===== src/rtl/aae_pkg.sv =====
// ----------------------------------------------------------------------------
// aae_pkg
// shared types and constants for the adaptive arithmetic encoder
// ----------------------------------------------------------------------------
package aae_pkg;

    localparam int COUNT_BITS = 24;
    localparam int ALPHABET   = 256;
    localparam int RANGE_BITS = 32;

    localparam int SYM_W    = 8;
    localparam int PEND_W   = 30;
    localparam int FOLLOW_W = 31;
    localparam logic [PEND_W-1:0] PEND_MAX = '1;

    typedef enum logic [3:0] {
        C_IDLE,
        C_WALK,
        C_CNT,
        C_MLO,
        C_WLO,
        C_MHI,
        C_WHI,
        C_UPD,
        C_RENORM,
        C_FLUSH
    } ctrl_state_t;

    typedef enum logic [1:0] {
        MD_IDLE,
        MD_MUL,
        MD_DIV
    } md_state_t;

    typedef struct packed {
        logic accept;
        logic walk;
        logic latch_cnt;
        logic md_start;
        logic sel_hi;
        logic save_lo;
        logic update;
        logic renorm;
        logic flush;
    } ctrl_cmd_t;

    typedef struct packed {
        logic walk_done;
        logic md_done;
        logic renorm_done;
        logic out_free;
        logic last;
    } dp_status_t;

endpackage


===== src/rtl/aae_ctrl.sv =====
// ----------------------------------------------------------------------------
// aae_ctrl
// encoder sequencer: walk, two scale operations, update, renormalise, flush
// ----------------------------------------------------------------------------
module aae_ctrl (
    input  logic                aclk,
    input  logic                aresetn,
    input  logic                in_valid,
    output logic                in_ready,
    input  aae_pkg::dp_status_t status,
    output aae_pkg::ctrl_cmd_t  cmd
);

    aae_pkg::ctrl_state_t state_reg, state_next;

    always_ff @(posedge aclk) begin
        if (!aresetn) begin
            state_reg <= aae_pkg::C_IDLE;
        end else begin
            state_reg <= state_next;
        end
    end

    always_comb begin
        state_next = state_reg;
        case (state_reg)
            aae_pkg::C_IDLE:   if (in_valid) state_next = aae_pkg::C_WALK;
            aae_pkg::C_WALK:   if (status.walk_done) state_next = aae_pkg::C_CNT;
            aae_pkg::C_CNT:    state_next = aae_pkg::C_MLO;
            aae_pkg::C_MLO:    state_next = aae_pkg::C_WLO;
            aae_pkg::C_WLO:    if (status.md_done) state_next = aae_pkg::C_MHI;
            aae_pkg::C_MHI:    state_next = aae_pkg::C_WHI;
            aae_pkg::C_WHI:    if (status.md_done) state_next = aae_pkg::C_UPD;
            aae_pkg::C_UPD:    state_next = aae_pkg::C_RENORM;
            aae_pkg::C_RENORM: begin
                if (status.renorm_done) begin
                    state_next = status.last ? aae_pkg::C_FLUSH : aae_pkg::C_IDLE;
                end
            end
            aae_pkg::C_FLUSH:  if (status.out_free) state_next = aae_pkg::C_IDLE;
            default:           state_next = aae_pkg::C_IDLE;
        endcase
    end

    always_comb begin
        cmd       = '0;
        in_ready  = 1'b0;
        case (state_reg)
            aae_pkg::C_IDLE: begin
                in_ready   = 1'b1;
                cmd.accept = in_valid;
            end
            aae_pkg::C_WALK:   cmd.walk = 1'b1;
            aae_pkg::C_CNT:    cmd.latch_cnt = 1'b1;
            aae_pkg::C_MLO:    cmd.md_start = 1'b1;
            aae_pkg::C_WLO:    cmd.save_lo = status.md_done;
            aae_pkg::C_MHI: begin
                cmd.md_start = 1'b1;
                cmd.sel_hi   = 1'b1;
            end
            aae_pkg::C_WHI:    cmd.sel_hi = 1'b1;
            aae_pkg::C_UPD:    cmd.update = 1'b1;
            aae_pkg::C_RENORM: cmd.renorm = 1'b1;
            aae_pkg::C_FLUSH:  cmd.flush = 1'b1;
            default: ;
        endcase
    end

endmodule


===== config.mk =====
export PLATFORM = sky130hd
export DESIGN_NAME = aae_ctrl
export DESIGN_NICKNAME = d
export VERILOG_FILES = /design/src/rtl/aae_pkg.sv /design/src/rtl/aae_ctrl.sv
export SDC_FILE = /design/constraint.sdc
export NUM_CORES = 1
export LEC_CHECK = 0
export BUFFER_PORTS_ARGS = -buffer_cell sky130_fd_sc_hd__buf_2
export CORE_AREA = 2 2 39 41
export DETAILED_ROUTE_END_ITERATION = 10
export DIE_AREA = 0 0 41 43
export GPL_TIMING_DRIVEN = 0
export PLACE_DENSITY = 0.62
export SLEW_MARGIN = 25
export SYNTH_ARGS = -nofsm -noshare
export SYNTH_HDL_FRONTEND = slang
export SYNTH_SLANG_ARGS = --single-unit

===== constraint.sdc =====
create_clock -name aclk -period 1.71 [get_ports aclk]
set_clock_uncertainty 0.1 [all_clocks]
set_input_delay 0.0855 -clock aclk [delete_from_list [all_inputs] [get_ports aclk]]
set_output_delay 0.0855 -clock aclk [all_outputs]
set_load 0.02 [all_outputs]

==> metrics.txt <==
RD Place Congestion=0.744; CTS tree=done; Syn Nets=54; GRT overflow=0; Ys Warns=0; n_diodes=0; Cells after Synth=46; Worst Hold Class=primary input to flop; final non-filler cell total=82; commonest cells after routing, fill and taps aside=buf_2, nand2b_1, dfxtp_1; r2r setup slk=230 ps; FF-to-FF path depth=4; DR vias=387; Clk Tree Root Cell=clkbuf_4; worst hold path depth=3; TNS Setup=0 ps; Sink Count=4; clk buf depth=2; io pins=18; clk slew on worst S/H paths=40 ps; Residual DRC=0; Nets=76; antenna violation net count after detailed routing=0; share of cells above drive strength 1=50.0%; Synth top area share=20.4%; Max FO, Critical Path=10; GRT Resource Usage Total=10.8%; post-CTS sizing=0; RSZ-0062 raised after global routing=no; TritonCTS buffer count=3; die width=41 µm; average via count per standard cell=4.72; synthesis-to-layout area growth=34.1%; largest net degree at the start of global routing=11; crit end category=output pin; Worst EP arrival=1350 ps; initial detailed-routing violation count=2; Hold EP=state_reg[1]; DR WL/cell=11.5 µm; Synth cell types=31; Worst Hold Launch=aresetn; FF-to-FF End=state_reg[3]; first-pass GRT wire length=1300 µm; CORE AREA=0.00138 mm²; die footprint=0.00176 mm²; min Tclk post-route=1540 ps; Final HPWL DP=711 µm; pre-CTS setup slack=227 ps; ys async rst share=0%; Req. time, crit path=1520 ps; Tightest Pin Transition=285 ps; buffers added on ports=17; LEAKAGE=0.240 nW; Pins Over Slew Limit=0; initial core utilization=28.4%; wirelength, routed=940 µm; setup repair bufs after CTS=0; Final period util=89.8%; Cell Rows=14; Area contributors post-synth=dfxtp_1, nand2b_1, a311oi_2; status=finished, final reports clean; placed instance count=79; hold_ws=32.3 ps; fin util=38.1%; pwr dens=1840 mW/mm²; H-Tree Depth=1; final hold violation count=0; Seq/Total Area, Yosys=20.4%; First-pass DRT Iterations=4; clk_lat worst skew=230 ps; Startpoint Class=flop; initial antenna violation count=0; max reg flops=4; vias in the first global route=359; Max-cap violations=0; Final WS setup=174 ps; fmax=651 MHz; number of synthesized flops with an enable pin=0; Slew headroom=80.9%; Yosys top cell by area=dfxtp_1; post-synthesis cell area=393 µm²; most common cell after layout, fill and taps aside=buf_2; reg-to-reg startpoint=state_reg[3]; Synth Flop Type=dfxtp_1; Max IR drop VDD=0.468 mV; Mean Syn Cell Area=8.54 µm²; Die H=43 µm; Final Setup Violations=0; CTS hold repair buffers=0; Crit Path Category=flop to output pin; number of synthesized register bits=4
==> where the power goes <==
part	switching [mW]	total, mW	internal (mW)
logic	0.373	0.672	0.299
registers	0.0528	0.185	0.132
clock network	0.0342	0.112	0.0782
==> routing by layer <==
layer	global-route usage [%]	vias up	wire (µm)
li1	-	205	-
met1	11.5	172	432
met2	17.5	10	472
met3	2.09	0	35
met4	8.00	0	0
met5	0	-	0
==> through the flow <==
stage,area [µm²],total power [mW]
final,527,0.969
after CTS,527,0.977
after detailed placement,504,0.859
after global placement,504,0.850
after floorplan,399,0.703
after global routing,527,1.04
==> worst max path at each step <==
stage	startpoint	cells past startpoint	endpoint	slack, ps
after floorplan	state_reg[2]	4	state_reg[3]	110
after global placement	state_reg[3]	4	state_reg[3]	250
after detailed placement	state_reg[3]	4	state_reg[3]	230
after CTS	state_reg[3]	4	cmd[8]	160
after global routing	state_reg[1]	3	cmd[6]	40
final	state_reg[3]	4	cmd[8]	170
==> area by class of cell <==
class                           count  area (µm²)
Sequential cell                     4        80.1
Inverter                            2        7.51
Tap cell                           16        20.0
Fill cell                         153         857
Multi-Input combinational cell     36         280
Timing Repair Buffer               17        85.1
Clock buffer                        3        22.5
Buffer                              4        31.3
==> synthesized netlist by cell type (all sizes together) (2+ instances only) <==
| library cell | instances |
|---|---|
| buf | 4 |
| nor4b | 2 |
| nand2 | 4 |
| nor3 | 2 |
| nor4 | 2 |
| inv | 2 |
| nor3b | 2 |
| nor2 | 2 |
| a21oi | 2 |
| nand2b | 5 |
| dfxtp | 4 |
==> cells by family (layout without fill, tap and decap cells) <==
logic type             count (synthesis)  in the layout  synth area share, %
buffers and inverters                  6             26                 9.87
flip-flops                             4              4                 20.4
XOR/XNOR                               2              2                 4.46
AND/OR/NAND/NOR                       24             24                 42.4
multiplexers                           2              2                 6.37
AO/OA/AOI/OAI                          8              8                 16.6
==> worst max-delay path, cell delays in order (launching register included) <==
cell and delay [ps]:
dfxtp_1 320, buf_2 200, nor4_2 300, and2_1 150, buf_2 150
No activity file was read; power rests on OpenSTA's default activity.
